## config.mk

```make
export PLATFORM = sky130hd
export DESIGN_NAME = servo_status_packet_parser_flat
export DESIGN_NICKNAME = d
export VERILOG_FILES = /design/src/sspp_pkg.sv /design/src/sspp_if.sv /design/src/sspp_parse.sv /design/src/servo_status_packet_parser.sv /design/src/flat_wrapper.sv
export SDC_FILE = /design/constraint.sdc
export NUM_CORES = 1
export LEC_CHECK = 0
export BUFFER_PORTS_ARGS = -buffer_cell sky130_fd_sc_hd__buf_2
export CAP_MARGIN = 5
export CORE_ASPECT_RATIO = 0.9
export CORE_MARGIN = 5
export CORE_UTILIZATION = 59
export CTS_CLUSTER_DIAMETER = 120
export CTS_CLUSTER_SIZE = 14
export DETAILED_ROUTE_END_ITERATION = 6
export GPL_TIMING_DRIVEN = 1
export PLACE_DENSITY = 0.8
export SLEW_MARGIN = 20
export SYNTH_ARGS = -nofsm -noshare
export SYNTH_HDL_FRONTEND = slang
export SYNTH_SLANG_ARGS = --single-unit
export TNS_END_PERCENT = 5
```

## constraint.sdc

```tcl
create_clock -name clk -period 4 [get_ports clk]
set_input_delay 0.4 -clock clk [delete_from_list [all_inputs] [get_ports clk]]
set_output_delay 0.4 -clock clk [all_outputs]
set_load 0.005 [all_outputs]
```

## src/sspp_pkg.sv

```systemverilog
package sspp_pkg;

	localparam logic [7:0] SYNC_BYTE = 8'hFF;
	localparam int unsigned CNT_W = 9;

	typedef enum logic [1:0] {
		ST_HUNT  = 2'd0,
		ST_SYNC1 = 2'd1,
		ST_FRAME = 2'd2
	} sync_state_t;

	typedef enum logic [1:0] {
		STAT_BUSY = 2'd0,
		STAT_DONE = 2'd1,
		STAT_BAD  = 2'd2
	} frame_status_t;

	typedef enum logic [2:0] {
		ROLE_IDLE  = 3'd0,
		ROLE_ID    = 3'd1,
		ROLE_LEN   = 3'd2,
		ROLE_ERR   = 3'd3,
		ROLE_PARAM = 3'd4,
		ROLE_CSUM  = 3'd5
	} byte_role_t;

	typedef struct packed {
		logic [1:0] frame_status;
		logic [2:0] byte_role;
		logic [7:0] param_index;
		logic [7:0] byte_value;
		logic [7:0] servo_error;
	} result_t;

endpackage

```

## src/sspp_if.sv

```systemverilog
interface sspp_rx_if;
	logic       valid;
	logic       ready;
	logic [7:0] rx_byte;

	modport source (output valid, output rx_byte, input ready);
	modport sink (input valid, input rx_byte, output ready);
endinterface

interface sspp_res_if;
	logic       valid;
	logic       ready;
	logic [1:0] frame_status;
	logic [2:0] byte_role;
	logic [7:0] param_index;
	logic [7:0] byte_value;
	logic [7:0] servo_error;

	modport source (
		output valid, output frame_status, output byte_role, output param_index,
		output byte_value, output servo_error, input ready
	);
	modport sink (
		input valid, input frame_status, input byte_role, input param_index,
		input byte_value, input servo_error, output ready
	);
endinterface

```

## src/sspp_parse.sv

```systemverilog
module sspp_parse (
	input  logic              clk,
	input  logic              arst_n,
	input  logic              step,
	input  logic [7:0]        rx_byte,
	output sspp_pkg::result_t res
);
	import sspp_pkg::*;

	sync_state_t      sync_q, sync_d;
	logic [CNT_W-1:0] cnt_q, cnt_d;
	logic [7:0]       len_q, len_d;
	logic [7:0]       sum_q, sum_d;
	logic [7:0]       err_q, err_d;

	logic [CNT_W-1:0] cnt_inc;
	logic [CNT_W-1:0] csum_pos;
	logic [CNT_W-1:0] pidx_full;
	logic [7:0]       sum_add;
	logic             is_csum;
	logic             csum_ok;

	assign cnt_inc   = cnt_q + CNT_W'(1);
	assign csum_pos  = CNT_W'(len_q) + CNT_W'(2);
	assign pidx_full = cnt_inc - CNT_W'(4);
	assign sum_add   = sum_q + rx_byte;
	assign is_csum   = cnt_inc >= csum_pos;
	assign csum_ok   = (err_q != 8'd0) || (~sum_q == rx_byte);

	always_comb begin
		sync_d = sync_q;
		cnt_d  = cnt_q;
		len_d  = len_q;
		sum_d  = sum_q;
		err_d  = err_q;
		unique case (sync_q)
			ST_SYNC1: begin
				sync_d = (rx_byte == SYNC_BYTE) ? ST_FRAME : ST_HUNT;
			end
			ST_FRAME: begin
				cnt_d = cnt_inc;
				priority if (cnt_inc == CNT_W'(1)) begin
					sum_d = sum_add;
				end else if (cnt_inc == CNT_W'(2)) begin
					if (rx_byte < 8'd2) begin
						sync_d = ST_HUNT;
						cnt_d  = '0;
						len_d  = '0;
						sum_d  = '0;
						err_d  = '0;
					end else begin
						len_d = rx_byte;
						sum_d = sum_add;
					end
				end else if (cnt_inc == CNT_W'(3)) begin
					err_d = rx_byte;
					sum_d = sum_add;
				end else if (is_csum) begin
					sync_d = ST_HUNT;
					cnt_d  = '0;
					len_d  = '0;
					sum_d  = '0;
					err_d  = '0;
				end else begin
					sum_d = sum_add;
				end
			end
			default: begin
				sync_d = (rx_byte == SYNC_BYTE) ? ST_SYNC1 : ST_HUNT;
			end
		endcase
	end

	always_comb begin
		res.frame_status = STAT_BUSY;
		res.byte_role    = ROLE_IDLE;
		res.param_index  = 8'd0;
		res.byte_value   = rx_byte;
		res.servo_error  = err_q;
		unique case (sync_q)
			ST_FRAME: begin
				priority if (cnt_inc == CNT_W'(1)) begin
					res.byte_role = ROLE_ID;
				end else if (cnt_inc == CNT_W'(2)) begin
					res.byte_role = ROLE_LEN;
					if (rx_byte < 8'd2) begin
						res.frame_status = STAT_BAD;
					end
				end else if (cnt_inc == CNT_W'(3)) begin
					res.byte_role   = ROLE_ERR;
					res.servo_error = rx_byte;
				end else if (is_csum) begin
					res.byte_role    = ROLE_CSUM;
					res.frame_status = csum_ok ? STAT_DONE : STAT_BAD;
				end else begin
					res.byte_role   = ROLE_PARAM;
					res.param_index = pidx_full[7:0];
				end
			end
			default: begin
			end
		endcase
	end

	always_ff @(posedge clk or negedge arst_n) begin
		if (!arst_n) begin
			sync_q <= ST_HUNT;
			cnt_q  <= '0;
			len_q  <= '0;
			sum_q  <= '0;
			err_q  <= '0;
		end else if (step) begin
			sync_q <= sync_d;
			cnt_q  <= cnt_d;
			len_q  <= len_d;
			sum_q  <= sum_d;
			err_q  <= err_d;
		end
	end

`ifndef SYNTH
	a_csum_ends_frame: assert property (@(posedge clk) disable iff (!arst_n)
		(step && res.byte_role == ROLE_CSUM) |=> (sync_q == ST_HUNT && cnt_q == '0))
		else $error("frame state not cleared after checksum item");

	a_status_only_at_end: assert property (@(posedge clk) disable iff (!arst_n)
		(res.frame_status != STAT_BUSY) |->
		(res.byte_role == ROLE_LEN || res.byte_role == ROLE_CSUM))
		else $error("frame verdict on an item that cannot end a frame");

	a_count_zero_outside_frame: assert property (@(posedge clk) disable iff (!arst_n)
		(sync_q != ST_FRAME) |-> (cnt_q == '0 && sum_q == 8'd0))
		else $error("frame counters live outside a frame");

	a_count_bounded: assert property (@(posedge clk) disable iff (!arst_n)
		(sync_q == ST_FRAME && cnt_q > CNT_W'(2)) |-> (cnt_q < csum_pos))
		else $error("byte count ran past the checksum position");
`endif

endmodule

```

## src/servo_status_packet_parser.sv

```systemverilog
// Status packet parser for a half-duplex servo link. Each received byte is one
// input item and yields exactly one result item carrying the byte, its role in
// the frame, its parameter index and the current servo error byte; the item on
// the checksum byte, or on a length below two, carries the frame verdict. The
// block sustains one item per clock cycle unless a held result is not yet taken:
// the byte is registered, the parser updates its frame state from it, and the
// result is held in an output register until it is taken.
module servo_status_packet_parser (
	input  logic       clk,
	input  logic       arst_n,
	sspp_rx_if.sink    rx,
	sspp_res_if.source res
);
	import sspp_pkg::*;

	logic       valid_s1;
	logic [7:0] byte_s1;
	logic       res_valid_q;
	result_t    res_q;
	result_t    parse_res;
	logic       advance;
	logic       step;

	assign advance  = !res_valid_q || res.ready;
	assign step     = advance && valid_s1;
	assign rx.ready = !valid_s1 || advance;

	sspp_parse u_parse (
		.clk     (clk),
		.arst_n  (arst_n),
		.step    (step),
		.rx_byte (byte_s1),
		.res     (parse_res)
	);

	always_ff @(posedge clk or negedge arst_n) begin
		if (!arst_n) begin
			valid_s1    <= 1'b0;
			res_valid_q <= 1'b0;
		end else begin
			if (rx.ready) begin
				valid_s1 <= rx.valid;
			end
			if (advance) begin
				res_valid_q <= valid_s1;
			end
		end
	end

	always_ff @(posedge clk) begin
		if (rx.valid && rx.ready) begin
			byte_s1 <= rx.rx_byte;
		end
		if (step) begin
			res_q <= parse_res;
		end
	end

	assign res.valid        = res_valid_q;
	assign res.frame_status = res_q.frame_status;
	assign res.byte_role    = res_q.byte_role;
	assign res.param_index  = res_q.param_index;
	assign res.byte_value   = res_q.byte_value;
	assign res.servo_error  = res_q.servo_error;

endmodule

```

## src/flat_wrapper.sv

```systemverilog
// flat-port wrapper written by rule: the top's interface ports become plain ports
module servo_status_packet_parser_flat import sspp_pkg::*;
  (clk, arst_n, rx_valid, rx_rx_byte, rx_ready, res_valid, res_frame_status, res_byte_role, res_param_index, res_byte_value, res_servo_error, res_ready);
  sspp_rx_if rx_i ();
  sspp_res_if res_i ();
  input  logic clk;
  input  logic arst_n;
  input wire logic [$bits(rx_i.valid)-1:0] rx_valid;
  input wire logic [$bits(rx_i.rx_byte)-1:0] rx_rx_byte;
  output wire logic [$bits(rx_i.ready)-1:0] rx_ready;
  output wire logic [$bits(res_i.valid)-1:0] res_valid;
  output wire logic [$bits(res_i.frame_status)-1:0] res_frame_status;
  output wire logic [$bits(res_i.byte_role)-1:0] res_byte_role;
  output wire logic [$bits(res_i.param_index)-1:0] res_param_index;
  output wire logic [$bits(res_i.byte_value)-1:0] res_byte_value;
  output wire logic [$bits(res_i.servo_error)-1:0] res_servo_error;
  input wire logic [$bits(res_i.ready)-1:0] res_ready;
  assign rx_i.valid = rx_valid;
  assign rx_i.rx_byte = rx_rx_byte;
  assign rx_ready = rx_i.ready;
  assign res_valid = res_i.valid;
  assign res_frame_status = res_i.frame_status;
  assign res_byte_role = res_i.byte_role;
  assign res_param_index = res_i.param_index;
  assign res_byte_value = res_i.byte_value;
  assign res_servo_error = res_i.servo_error;
  assign res_i.ready = res_ready;
  servo_status_packet_parser u_core (.clk(clk), .arst_n(arst_n), .rx(rx_i), .res(res_i));
endmodule
```

* Word-level counts from Yosys, hierarchy flattened
Cells that the tools add are included.
** Storage, ports and cells
- Input port bits :: 12
- Bits in registers :: 74
- Output and inout bits :: 31
- Logic and storage cells :: 91
** Operators by class
- Equality and inequality tests :: 13
- Order comparisons :: 2
- Multiplexer cells :: 37
- Bitwise operators :: 3
- Reductions and logical operators :: 17
- Add/subtract/negate cells :: 4
** Operators by type and width (count)
- two-way mux 8 bit :: 16
- two-way mux 9 bit :: 5
- two-way mux 2 bit :: 10
- == test 9 x 2 -> 1 bit, second input constant :: 2
- AND reduction 5 bit :: 3
- adder 8 x 2 -> 9 bit, second input constant :: 1
- adder 9 x 1 -> 9 bit, second input constant :: 1
- == test 9 x 1 -> 1 bit, second input constant :: 1
- >= comparator 9 bit :: 1
- != test 3 bit, second input constant :: 3
- adder 8 bit :: 1
- == test 8 bit :: 1
- == test 8 bit, second input constant :: 1
- less-than comparator 8 x 2 -> 1 bit, second input constant :: 1
- NOT 8 bit :: 1
- nonzero test 8 bit :: 1
- subtractor 8 x 3 -> 8 bit, second input constant :: 1
- two-way mux 5 bit :: 1
- OR reduction 5 bit :: 1
- != test 2 bit, second input constant :: 2
- case mux 2 bit (2 select lines) :: 1
- OR reduction 4 bit :: 1
- logical OR 1 bit :: 3
- two-way mux 1 bit :: 3
- 11 further kinds :: 14

* Longest topological paths before layout
Gate-level depths: netlist (run 1).
- Word-level depth :: 8
- Depth in mapped cells :: 14
- Gate-level depth less buffers :: 13

* By module
From an unflattened synthesis (run 1), not the netlist that was laid out.
** Unflattened totals
- Cells, all modules :: 345
- Area total of the unflattened synthesis :: 4012.6 µm²
** By module, submodules not included
- sspp_parse :: area each 2797.7 µm², cells each 300, instances 1, seq. area each 875.8 µm²
- servo_status_packet_parser :: area each 1214.9 µm², cells each 45, instances 1, seq. area each 1161.1 µm²

* Worst setup path before layout (run 1)
No wires, ideal clock.
- Path type :: register -> register
- From :: reg u_core.u_parse.cnt_q[0]
- To :: reg u_core.u_parse.len_q[0]
- Data required time :: 3875 ps
- Library setup time :: 125 ps
- Cell stages (with the launch flop) :: 13
- Clock period less this slack :: 3188 ps
- Path slack :: 812 ps
- Arrival :: 3063 ps
- Path buffers :: 0
- Path through :: dfrtp_1 > ha_1 > and4_4 > nand2_1 > xnor2_1 > ha_1 > a21oi_1 > o21ai_0 > a21oi_1 > o21ai_1 > a22o_4 > a31oi_4 > mux2_4
** On the way
- Word-level cells in the longest chain between the ends :: 4
- Elaborated cells between the ends (all ways) :: 10
- Classes of those cells :: add/sub: 1; order compare: 1; eq/ne: 4; mux: 1; bitwise: 1; reduce/logical: 2
** Ends and longest elaborated chain
- from (decl) :: RTL line sspp_parse.sv:11 : logic [CNT_W-1:0] cnt_q, cnt_d;
- from (signal assigned) :: RTL line sspp_parse.sv:114 : cnt_q <= cnt_d;
- adder 9 x 1 -> 9 bit (*) :: RTL line sspp_parse.sv:23 : assign cnt_inc = cnt_q + CNT_W'(1);
- >= comparator 9 bit, or another cell as far along :: RTL line sspp_parse.sv:27 : assign is_csum = cnt_inc >= csum_pos;
- nonzero test 2 bit (no line), or another cell as far along
- AND reduction 5 bit (no line)
- to (signal assigned) :: RTL line sspp_parse.sv:115 : len_q <= len_d;
- to (decl) :: RTL line sspp_parse.sv:12 : logic [7:0] len_q, len_d;
Mark *: on every way between the ends. The rest lies on a longest branch, timed or not.
A chain may end at the register's enable or synchronous reset.

* Worst setup path in the final report (run 1)
- From :: reg u_core.u_parse.cnt_q[0]
- To :: reg u_core.u_parse.cnt_q[1]
** On the way
- Word-level cells in the longest chain between the ends :: 6
- Elaborated cells between the ends (all ways) :: 10
- Classes of those cells :: add/sub: 1; order compare: 1; eq/ne: 3; mux: 5
** Ends and longest elaborated chain
- adder 9 x 1 -> 9 bit (*) :: RTL line sspp_parse.sv:23
- >= comparator 9 bit :: RTL line sspp_parse.sv:27
- two-way mux 9 bit :: RTL line sspp_parse.sv:58 : end else if (is_csum) begin
- two-way mux 9 bit :: RTL line sspp_parse.sv:55 : end else if (cnt_inc == CNT_W'(3)) begin
- two-way mux 9 bit :: RTL line sspp_parse.sv:44 : end else if (cnt_inc == CNT_W'(2)) begin
- two-way mux 9 bit (*) :: RTL line sspp_parse.sv:42 : priority if (cnt_inc == CNT_W'(1)) begin
Marked as above.

==> results of run 1 <==
final timing paths:
path | depth (start not counted) | to
setup / recovery | 12 | u_core.u_parse.cnt_q[1]
hold / removal | 1 | u_core.u_parse.sum_q[3]
setup reg to reg | 12 | u_core.u_parse.cnt_q[1]
max in group asynchronous | 1 | u_core.u_parse.sum_q[7]
min in group clk | 1 | u_core.byte_s1[0]
hold reg to reg | 2 | u_core.u_parse.sum_q[0]
cell families after synthesis:
family | after synthesis | share of synthesized area
simple gates | 120 | 0.149
flops | 74 | 0.499
compound gates | 62 | 0.116
buf+inv | 42 | 0.0420
fa+ha+maj | 26 | 0.0815
mux | 24 | 0.0686
xor+xnor | 20 | 0.0447
flip-flops by register name (all words and copies together), names as in the netlist:
register,flops
u_core.u_parse.cnt_q,9
u_core.byte_s1,8
u_core.res.byte_value,8
u_core.res.param_index,8
u_core.res.servo_error,8
u_core.u_parse.err_q,8
u_core.u_parse.len_q,8
u_core.u_parse.sum_q,8
u_core.res.byte_role,3
u_core.res.frame_status,2
u_core.u_parse.sync_q,2
u_core.res.valid,1
u_core.valid_s1,1
placed cells by master, fill, tap and decap left out, drive strengths merged, types with 4 or more instances in the layout:
cell,synthesis,final
inv,31,35
edfxtp,37,37
xnor2,15,15
nand2,38,38
clkbuf,3,9
nand2b,7,7
nor3,9,9
buf,7,44
a21oi,13,13
xor2,5,5
o22ai,4,4
dfrtp,37,37
and3,5,5
nor2,28,28
o21ai,13,13
nand4,6,6
ha,25,25
mux2,20,20
a21o,4,4
nand3,9,9
mux2i,4,4
a31oi,7,7
o31ai,8,8
per-layer routing:
metal | wire [um] | global-route usage
met5 | 0 | 0
met4 | 108 | 0.0704
met3 | 588 | 0.0593
met2 | 4350 | 0.377
met1 | 3800 | 0.270
power groups by stage:
stage          clock network (mW)  registers [mW]  logic [mW]
2_1_floorplan                   0           0.902       0.266
3_3_place_gp                    0           0.908       0.348
3_5_place_dp                    0           0.911       0.364
4_1_cts                     0.553           0.896       0.371
5_1_grt                     0.597           0.904       0.412
6_report                    0.551           0.897       0.371
worst max-delay path, delay by kind of cell (launching register included):
| family | cells | cell delay [ns] |
|---|---|---|
| and+or+nand+nor | 4 | 0.91 |
| DFF | 1 | 0.54 |
| AOI/OAI and AO/OA | 5 | 1.27 |
| adders and majority gates | 2 | 0.66 |
| xor gates and xnor gates | 1 | 0.19 |
metrics by stage:
step	instance area (um^2)	util
3_3_place_gp	4370	0.657
3_5_place_dp	4370	0.657
2_1_floorplan	4090	-
5_1_grt	4560	0.684
4_1_cts	4560	0.684
6_report	4560	0.684
cell type report:
| type | instances | area [um^2] |
|---|---|---|
| multi-input cells | 252 | 1880 |
| clock buffers | 9 | 124 |
| flip-flops and latches | 74 | 2040 |
| well taps | 90 | 113 |
| inverters | 32 | 120 |
| fillers | 495 | 2100 |
| clock inverters | 7 | 60.1 |
| repair buffers | 44 | 225 |
==> key figures, run 1 <==
Status
  • Status: complete, no violations

Synthesis
  • Most frequent cells after synthesis: 37 x dfrtp_1, 37 x edfxtp_1, 37 x nand2_1
  • Ys flop type: edfxtp_1
  • Leading area contributor after synthesis: edfxtp_1
  • Yosys Warn Count: 0
  • Avg Synthesized Cell Area: 11.1 um^2
  • Syn nets: 406
  • Number of distinct library cells after synthesis: 59
  • Top cell type's share of synthesized area: 0.272
  • Syn Std Cell Area: 4090 um^2
  • Mapped Cells: 368
  • Synth Register Bits: 74
  • Post-synth ARST share: 0.500
  • Register area share after synthesis: 0.499
  • Synth top area cells: edfxtp_1 27%, dfrtp_1 23%, ha_1 7.7%, mux2_2 4.4%, nand2_1 3.4%
  • Post-synth EDFFs: 37

Setup path
  • Critical Path Source Type: flop
  • CP max stage delay: 0.66 ns
  • Crit path arrival time: 3.93 ns
  • Crit path max fanout: 11
  • Worst-path cell chain: ha_1 -> and4_4 -> nand2_1 -> xnor2_1 -> ha_1 -> nand2_1 -> o21ai_0 -> a21oi_1 -> o21ai_1 -> o21ai_2 -> nand2_1 -> o22ai_1
  • Data required, critical path: 4.21 ns
  • Critical Path Sink Type: flop
  • Critical-path top delay cell: o21ai_1
  • Worst r2r src: u_core.u_parse.cnt_q[0]
  • Most common cell on crit path: nand2_1
  • Crit Path Class: reg -> reg
  • Reg2Reg Setup Slack: 0.28 ns
  • Origin of the worst setup path: u_core.u_parse.cnt_q[0]

Timing
  • Post-route setup slack: 0.283 ns
  • Final hold viol count: 0
  • Setup Skew: 0.00852 ns
  • Slew @ Worst Pin: 0.864 ns
  • Hold_ws: 0.142 ns
  • Unrepaired setup endpoints after global routing: false
  • Maximum clock rate: 269 MHz
  • Worst slew margin: 0.423
  • Count of pins over their slew limit: 0
  • Fin crit share: 0.929
  • Setup_tns: 0 ns
  • Final setup fails: 0
  • Final min period: 3.72 ns

Layout
  • Fraction of layout cells with a size suffix above 1: 0.237
  • Nets: 451
  • Fin cells: 508
  • # diodes: 0
  • P&R area growth vs syn: 11.5%

Floorplan
  • Core area: 6660 um^2
  • Die H: 88.9 um
  • Die ar.: 8690 um^2
  • I/O pin cnt: 43
  • Starting Density: 0.614
  • # rows: 28
  • Die W: 97.7 um

Global route
  • First-pass GRT wire length: 14.7 mm
  • Vias in the first global route: 2987
  • Pin count of the biggest net entering global routing: 38
  • Tot GR Track Use: 0.218
  • Total gr overflow: 0
  • Initial antenna violation count: 0

Clock tree
  • H-tree depth: 3
  • Post-CTS sizing: 0
  • Clock buffer depth: 2
  • CTS tree: built
  • # clock sinks: 74
  • Clk_lat worst skew: 0.36 ns
  • Setup bufs post-CTS: 0
  • Clk pin slew, worst setup/hold paths: 0.08 ns
  • CTS Root Buffer Type: clkbuf_8
  • Hold Buf Count CTS: 0
  • CTS buffer count: 9

Worst hold path
  • Hold/Removal Path Class: in -> async

Run
  • Max Cap Viol: 0

Routing
  • Wire length per cell: 17.4 um
  • Routed vias: 2927
  • Drt first-iter violations: 174
  • Drt pass-1 iters: 4
  • Vias per std cell: 5.76
  • Post-route antenna net violation count: 0
  • DRC Markers: 0
  • Total wire length: 8.85 mm

Pwr
  • Clock network fraction of total power: 0.303
  • Sequential power share: 0.493
  • Pwr Total: 1.82 mW
  • Combinational power share: 0.204
  • Power Dens Cells: 399 nW/um^2
  • Psw: 0.595 mW
  • Worst vdd ir: 0.298 mV
  • Static leakage: 2.06 nW
  • Switching share of power: 0.327
  • Cell internal pwr: 1.22 mW

Placement
  • Routability Congestion: 0.894
  • Dpl hpwl: 6.36 mm
  • I/O Buffers: 42
  • DP Worst Slack: 0.355 ns
  • Placed cell count: 492
No activity file was read; power rests on OpenSTA's default activity.
==> run 2, diff against run 1 <==
Clock period 4 ns to 3.65 ns, I/O delays scaled along.
==> run 2 against run 1 <==
Total power increased by 8.2%. Clock skew about the same. Cell count increased by 0.79%. Global-route usage down 1.1 points. Sequential power increased by 8.7%. Worst hold slack got worse by 0.033 ns. Combinational power is 16% higher. Setup slack better by 0.061 ns. Largest cell class unchanged.
==> key figures, run 2 (synthesized netlist as in run 1, its figures left out) <==
Setup path
  • CP max stage delay: 0.44 ns (was 0.66 ns)
  • Worst-path cell chain: ha_1 -> and4_4 -> nand2_1 -> xnor2_1 -> ha_1 -> a21oi_1 -> o21ai_0 -> a21oi_1 -> o21ai_2 -> a22o_4 -> a31oi_4 -> mux2_4 (was ha_1 -> and4_4 -> nand2_1 -> xnor2_1 -> ha_1 -> nand2_1 -> o21ai_0 -> a21oi_1 -> o21ai_1 -> o21ai_2 -> nand2_1 -> o22ai_1)
  • Critical Path Source Type: flop (unchanged)
  • Reg2Reg Setup Slack: 0.34 ns (was 0.28 ns)
  • Critical Path Sink Type: flop (unchanged)
  • Critical-path top delay cell: dfrtp_1 (was o21ai_1)
  • Worst r2r src: u_core.u_parse.cnt_q[1] (was u_core.u_parse.cnt_q[0])
  • Reg2Reg Capture Point: u_core.u_parse.len_q[0] (was u_core.u_parse.cnt_q[1])
  • Crit path max fanout: 8 (was 11)
  • Worst r2r path cells: 12 (unchanged)
  • Crit. path cell count: 12 (unchanged)
  • Bufs and invs on worst path: 0 (unchanged)
  • Crit path max-delay family: compound AO/OA/AOI/OAI gates (unchanged)
  • Crit path arrival time: 3.55 ns (was 3.93 ns)
  • Data required, critical path: 3.90 ns (was 4.21 ns)
  • Crit Path Class: reg -> reg (unchanged)

Global route
  • First-pass GRT wire length: 13.9 mm (was 14.7 mm)
  • Vias in the first global route: 2810 (was 2987)
  • Pin count of the biggest net entering global routing: 38 (unchanged)
  • Initial antenna violation count: 0 (unchanged)
  • Total gr overflow: 0 (unchanged)
  • Tot GR Track Use: 0.206 (was 0.218)

Timing
  • Maximum clock rate: 302 MHz (was 269 MHz)
  • Final hold viol count: 0 (unchanged)
  • Post-route setup slack: 0.344 ns (was 0.283 ns)
  • Final min period: 3.31 ns (was 3.72 ns)
  • Count of pins over their slew limit: 0 (unchanged)
  • Fin crit share: 0.906 (was 0.929)
  • Setup Skew: 0.00814 ns (was 0.00852 ns)
  • Slew @ Worst Pin: 0.876 ns (was 0.864 ns)
  • Unrepaired setup endpoints after global routing: false (unchanged)
  • Final setup fails: 0 (unchanged)
  • Setup_tns: 0 ns (unchanged)
  • Worst slew margin: 0.414 (was 0.423)

Worst hold path
  • Hold/Removal Path Class: in -> async (unchanged)

Routing
  • Vias per std cell: 5.73 (was 5.76)
  • Drt first-iter violations: 234 (was 174)
  • DRC Markers: 0 (unchanged)
  • Post-route antenna net violation count: 0 (unchanged)
  • Wire length per cell: 16.5 um (was 17.4 um)
  • Routed vias: 2932 (was 2927)
  • Drt pass-1 iters: 5 (was 4)
  • Total wire length: 8.44 mm (was 8.85 mm)

Clock tree
  • Setup bufs post-CTS: 0 (unchanged)
  • Clk pin slew, worst setup/hold paths: 0.08 ns (about the same)
  • CTS Root Buffer Type: clkbuf_8 (unchanged)
  • Hold Buf Count CTS: 0 (unchanged)
  • Post-CTS sizing: 0 (unchanged)
  • # clock sinks: 74 (unchanged)
  • H-tree depth: 3 (unchanged)
  • Clock buffer depth: 2 (unchanged)
  • CTS tree: built (unchanged)
  • Clk_lat worst skew: 0.36 ns (about the same)
  • CTS buffer count: 9 (unchanged)

Floorplan
  • I/O pin cnt: 43 (unchanged)
  • # rows: 28 (unchanged)
  • Die ar.: 8690 um^2 (unchanged)
  • Die H: 88.9 um (unchanged)
  • Die W: 97.7 um (unchanged)
  • Starting Density: 0.614 (unchanged)
  • Core area: 6660 um^2 (unchanged)

Pwr
  • Static leakage: 2.08 nW (was 2.06 nW)
  • Power Dens Cells: 430 nW/um^2 (was 399 nW/um^2)
  • Cell internal pwr: 1.35 mW (was 1.22 mW)
  • Combinational power share: 0.219 (was 0.204)
  • Worst vdd ir: 0.284 mV (was 0.298 mV)
  • Psw: 0.618 mW (was 0.595 mW)
  • Switching share of power: 0.314 (was 0.327)
  • Pwr Total: 1.97 mW (was 1.82 mW)
  • Clock network fraction of total power: 0.285 (was 0.303)
  • Sequential power share: 0.496 (was 0.493)

Placement
  • I/O Buffers: 42 (unchanged)
  • Routability Congestion: 0.871 (was 0.894)
  • DP Area: 4400 um^2 (was 4370 um^2)
  • DP Worst Slack: 0.251 ns (was 0.355 ns)
  • Dpl hpwl: 6.13 mm (was 6.36 mm)

Layout
  • Final instance area: 4580 um^2 (was 4560 um^2)
  • Most common cell after layout, fill and taps aside: buf_2 (unchanged)
  • Fraction of layout cells with a size suffix above 1: 0.244 (was 0.237)
  • P&R area growth vs syn: 12.0% (was 11.5%)
  • Nets: 455 (was 451)
  • Max reg flops: 9 (unchanged)
  • Register with the most flip-flops: u_core.u_parse.cnt_q (unchanged)
  • Most frequent cells in the layout: 42 x buf_2, 37 x nand2_1, 37 x edfxtp_1, 37 x dfrtp_1, 31 x inv_1 (unchanged)
  • # diodes: 0 (unchanged)

Status
  • Status: complete, no violations (unchanged)

Run
  • Max Cap Viol: 0 (unchanged)
-- run 2: changes by cell type in the layout (fill, tap and decap cells not counted), sizes merged --
cell	delta
buf	+4
clkinv	+3
inv	-3
clkbuf	+1
clkinvlp	-1
-- run 2: layer usage --
layer | vias to the layer above | share of wire | global-route usage
li1 | 1416 | - | -
met1 | 1423 | 0.47 | 0.287
met2 | 83 | 0.47 | 0.327
met3 | 10 | 0.053 | 0.0468
met4 | 0 | 0.010 | 0.0679
met5 | - | 0 | 0
-- run 2: worst max path at each step --
stage                       startpoint                 endpoint  slack [ns]
2_1_floorplan  u_core.u_parse.cnt_q[0]  u_core.u_parse.len_q[0]        0.46
3_3_place_gp   u_core.u_parse.cnt_q[1]  u_core.u_parse.len_q[0]        0.43
3_5_place_dp   u_core.u_parse.cnt_q[1]  u_core.u_parse.len_q[0]        0.25
4_1_cts        u_core.u_parse.cnt_q[1]  u_core.u_parse.len_q[0]        0.23
5_1_grt        u_core.u_parse.cnt_q[1]  u_core.u_parse.len_q[0]        0.13
6_report       u_core.u_parse.cnt_q[1]  u_core.u_parse.len_q[0]        0.34
-- run 2: worst reg2reg max path, cell delays in order, from the launching register on --
cell and delay (ns):
dfrtp_1 0.44, ha_1 0.30, and4_4 0.28, nand2_1 0.09, xnor2_1 0.30, ha_1 0.31, a21oi_1 0.15, o21ai_0 0.09
a21oi_1 0.16, o21ai_2 0.15, a22o_4 0.25, a31oi_4 0.34, mux2_4 0.34
-- run 2: stage by stage --
stage / cells / hold slack [ns] / utilization
after floorplan: 368 / 0.0694 / -
after global placement: 496 / 0.470 / 0.661
after detailed placement: 496 / 0.476 / 0.661
after CTS: 512 / 0.126 / 0.687
after global routing: 512 / 0.159 / 0.687
final: 512 / 0.109 / 0.687
-- run 2: final cells by class --
class	instances	area, um^2
clock buffer	10	128
tap	90	113
timing repair buffer	48	255
clock inverter	6	42.5
fill	516	2080
sequential	74	2040
multi-input combinational	252	1880
inverter	32	120
-- run 2: power by group through the flow --
stage                     sequential, mW  combinational (mW)  clock (mW)
final                              0.975               0.431       0.561
after global routing               0.981               0.481       0.604
after CTS                          0.975               0.428       0.573
after detailed placement           0.992               0.426           0
after global placement             0.989               0.412           0
after floorplan                    0.988               0.292           0
==> run 3, diff against run 2 <==
Settings changed: SYNTH_HIERARCHICAL set to 1.
==> run 3 against run 2 <==
Sequential cell count stayed put. Setup slack worse by 0.17 ns. Routed wire length is 0.20% lower. Register-to-register slack worse by 0.17 ns. Worst hold slack better by 0.018 ns. Design area is 2.2% lower. Non-clock buffer count is 2 lower. Largest cell class unchanged. Largest power group unchanged.
==> key figures, run 3 <==
Pwr
  • Power Dens Cells: 424 nW/um^2 (was 430 nW/um^2)
  • Static leakage: 1.98 nW (was 2.08 nW)
  • Pwr Total: 1.90 mW (was 1.97 mW)
  • Worst vdd ir: 0.324 mV (was 0.284 mV)

Clock tree
  • CTS buffer count: 9 (unchanged)
  • CTS Root Buffer Type: clkbuf_8 (unchanged)
  • Hold Buf Count CTS: 0 (unchanged)
  • CTS tree: built (unchanged)
  • # clock sinks: 74 (unchanged)
  • Clock buffer depth: 2 (unchanged)
  • Clk pin slew, worst setup/hold paths: 0.09 ns (was 0.08 ns)
  • H-tree depth: 3 (unchanged)
  • Clk_lat worst skew: 0.35 ns (was 0.36 ns)

Layout
  • Nets: 420 (was 455)
  • Most frequent cells in the layout: 42 x buf_2, 37 x edfxtp_1, 36 x dfrtp_1, 26 x nand2_1, 23 x ha_1 (was 42 x buf_2, 37 x nand2_1, 37 x edfxtp_1, 37 x dfrtp_1, 31 x inv_1)
  • Fraction of layout cells with a size suffix above 1: 0.229 (was 0.244)
  • Fill count: 525 (was 516)
  • Register with the most flip-flops: u_core/u_parse/cnt_q (was u_core.u_parse.cnt_q)
  • P&R area growth vs syn: 11.5% (was 12.0%)
  • Most common cell after layout, fill and taps aside: buf_2 (unchanged)
  • # diodes: 0 (unchanged)
  • Max reg flops: 9 (unchanged)

Routing
  • Max layer used: met4 (unchanged)
  • Post-route antenna net violation count: 0 (unchanged)
  • Drt first-iter violations: 210 (was 234)
  • Met3 Wirelength: 550 um (was 447 um)
  • Drt pass-1 iters: 4 (was 5)
  • Wire length per cell: 17.6 um (was 16.5 um)
  • Total wire length: 8.42 mm (was 8.44 mm)
  • Vias per std cell: 6.03 (was 5.73)
  • Wire length on met1: 3.70 mm (was 3.93 mm)
  • DR WL met2: 4.06 mm (was 3.98 mm)
  • DRC Markers: 0 (unchanged)
  • Routed vias: 2888 (was 2932)

Synthesis
  • Most frequent cells after synthesis: 37 x dfrtp_1, 37 x edfxtp_1, 26 x nand2_1 (was 37 x dfrtp_1, 37 x edfxtp_1, 37 x nand2_1)
  • Syn nets: 381 (was 406)
  • Ys flop type: edfxtp_1 (unchanged)
  • Syn Std Cell Area: 4010 um^2 (was 4090 um^2)
  • Simple-gate share of the synthesized area: 0.149 (about the same)
  • Synth top area cells: edfxtp_1 28%, dfrtp_1 23%, ha_1 7.2%, a22o_1 4.1%, nand2_1 2.4% (was edfxtp_1 27%, dfrtp_1 23%, ha_1 7.7%, mux2_2 4.4%, nand2_1 3.4%)
  • Largest family of logic cells by synthesized area: simple AND/OR/NAND/NOR gates (unchanged)
  • Mapped Cells: 345 (was 368)
  • Leading area contributor after synthesis: edfxtp_1 (unchanged)
  • Post-synth EDFFs: 37 (unchanged)
  • Avg Synthesized Cell Area: 11.6 um^2 (was 11.1 um^2)
  • Post-synthesis mux area share: 0.0337 (was 0.0686)
  • Synth Area in Adders: 0.0767 (was 0.0815)
  • Top cell type's share of synthesized area: 0.277 (was 0.272)
  • Yosys Warn Count: 6 (was 0)
  • XOR/XNOR Fraction of Synth Area: 0.0480 (was 0.0447)
  • Synth Register Bits: 74 (unchanged)
  • Number of distinct library cells after synthesis: 65 (was 59)
  • Complex-gate fraction of the synthesized area: 0.145 (was 0.116)
  • Post-synth ARST share: 0.500 (unchanged)
  • Register area share after synthesis: 0.508 (was 0.499)

Global route
  • First-pass GRT wire length: 14.3 mm (was 13.9 mm)
  • Initial antenna violation count: 0 (unchanged)
  • Vias in the first global route: 2929 (was 2810)
  • Total gr overflow: 0 (unchanged)
  • Tot GR Track Use: 0.211 (was 0.206)
  • Pin count of the biggest net entering global routing: 38 (unchanged)

Timing
  • Final hold viol count: 0 (unchanged)
  • Final min period: 3.48 ns (was 3.31 ns)
  • Setup Skew: 0.0100 ns (was 0.00814 ns)
  • Unrepaired setup endpoints after global routing: false (unchanged)
  • Worst slew margin: 0.420 (was 0.414)
  • Final setup fails: 0 (unchanged)
  • Count of pins over their slew limit: 0 (unchanged)
  • Setup_tns: 0 ns (unchanged)
  • Maximum clock rate: 288 MHz (was 302 MHz)
  • Fin crit share: 0.953 (was 0.906)
  • Slew @ Worst Pin: 0.871 ns (was 0.876 ns)

Setup path
  • Crit path arrival time: 3.77 ns (was 3.55 ns)
  • Critical Path Sink Type: flop (unchanged)
  • Data required, critical path: 3.94 ns (was 3.90 ns)
  • Critical Path Source Type: flop (unchanged)
  • Reg2Reg Setup Slack: 0.17 ns (was 0.34 ns)
  • Worst r2r src: u_core/u_parse/cnt_q[0] (was u_core.u_parse.cnt_q[1])
  • Worst r2r path cells: 13 (was 12)
  • Crit Path Class: reg -> reg (unchanged)
  • Crit path max fanout: 8 (unchanged)
  • Reg2Reg Capture Point: u_core/u_parse/len_q[6] (was u_core.u_parse.len_q[0])

Status
  • Status: complete, no violations (unchanged)

Run
  • Max Cap Viol: 0 (unchanged)

Placement
  • I/O Buffers: 42 (unchanged)
  • Dpl hpwl: 6.05 mm (was 6.13 mm)
  • Routability Congestion: 0.901 (was 0.871)

Floorplan
  • Starting Density: 0.609 (was 0.614)
  • Die ar.: 8550 um^2 (was 8690 um^2)
  • Die W: 96.9 um (was 97.7 um)
  • Core area: 6590 um^2 (was 6660 um^2)
  • Die H: 88.2 um (was 88.9 um)
  • # rows: 28 (unchanged)
  • I/O pin cnt: 43 (unchanged)

Worst hold path
  • Hold/Removal Path Class: in -> async (unchanged)
-- run 3: kinds of logic (layout without fill, tap and decap cells) --
group                    after synthesis  after routing
AND/OR/NAND/NOR                      109            109
adder cells (fa/ha/maj)               24             24
multiplexers                          12             12
XOR/XNOR                              22             22
buffers and inverters                 31             75
AO/OA/AOI/OAI                         73             73
flip-flops                            74             74
-- run 3: report_power, final --
part | leakage [nW] | internal [mW] | switching, mW
Clock | 0.0988 | 0.328 | 0.342
Combinational | 1.02 | 0.116 | 0.157
Sequential | 0.858 | 0.920 | 0.0350
Total | 1.98 | 1.36 | 0.534
-- run 3: repair_timing --
item                                    4_1_cts  5_1_grt
setup buffers                                 0        0
resized for setup                             0        3
endpoints found under the setup margin        0       29
-- run 3: critical path: stages, from the launching register on --
cell and delay, ns:
dfrtp_2 0.46, and3_1 0.23, and3_1 0.22, xnor2_1 0.21
inv_1 0.07, ha_1 0.31, and3_1 0.15, a41oi_1 0.21
o221ai_1 0.16, and3_1 0.22, o41a_1 0.48, nor2b_1 0.19
o21ai_2 0.30, a22o_1 0.19
-- run 3: area by class of cell --
type	instances	area [um^2]	share of cell area
Clock buffer	9	124	0.0277
Clock inverter	7	82.6	0.0185
Inverter	13	48.8	0.0109
Multi-Input combinational cell	240	1830	0.409
Sequential cell	74	2040	0.456
Timing Repair Buffer	46	240	0.0537
Tap cell	90	113	0.0252
-- run 3: through the flow --
step                hold slack (ns)  utilization  setup slack (ns)  instance area [um^2]  std cells
global route                  0.165        0.679            0.0210                  4470        479
global placement              0.466        0.646             0.330                  4260        463
floorplan                    0.0694            -             0.450                  4010        345
finish                        0.127        0.679             0.173                  4470        479
CTS                           0.132        0.678             0.190                  4460        479
detailed placement            0.477        0.646             0.220                  4260        463
-- run 3: worst max path at each step --
| stage | from | to | slack [ns] | cells after the start |
|---|---|---|---|---|
| final | u_core/u_parse/cnt_q[0] | u_core/u_parse/len_q[6] | 0.17 | 13 |
| after global routing | u_core/u_parse/cnt_q[0] | u_core/u_parse/len_q[7] | 0.02 | 13 |
| after CTS | u_core/u_parse/cnt_q[0] | u_core/u_parse/len_q[6] | 0.19 | 13 |
| after detailed placement | u_core/u_parse/cnt_q[0] | u_core/u_parse/len_q[1] | 0.22 | 13 |
| after global placement | u_core/u_parse/cnt_q[0] | u_core/u_parse/len_q[3] | 0.33 | 13 |
| after floorplan | u_core/u_parse/cnt_q[2] | u_core/u_parse/len_q[1] | 0.45 | 13 |
-- run 3: layer usage --
layer / up-vias / GRT usage
li1: 1351 / -
met1: 1436 / 0.273
met2: 89 / 0.355
met3: 12 / 0.0481
met4: 0 / 0.0753
met5: - / 0
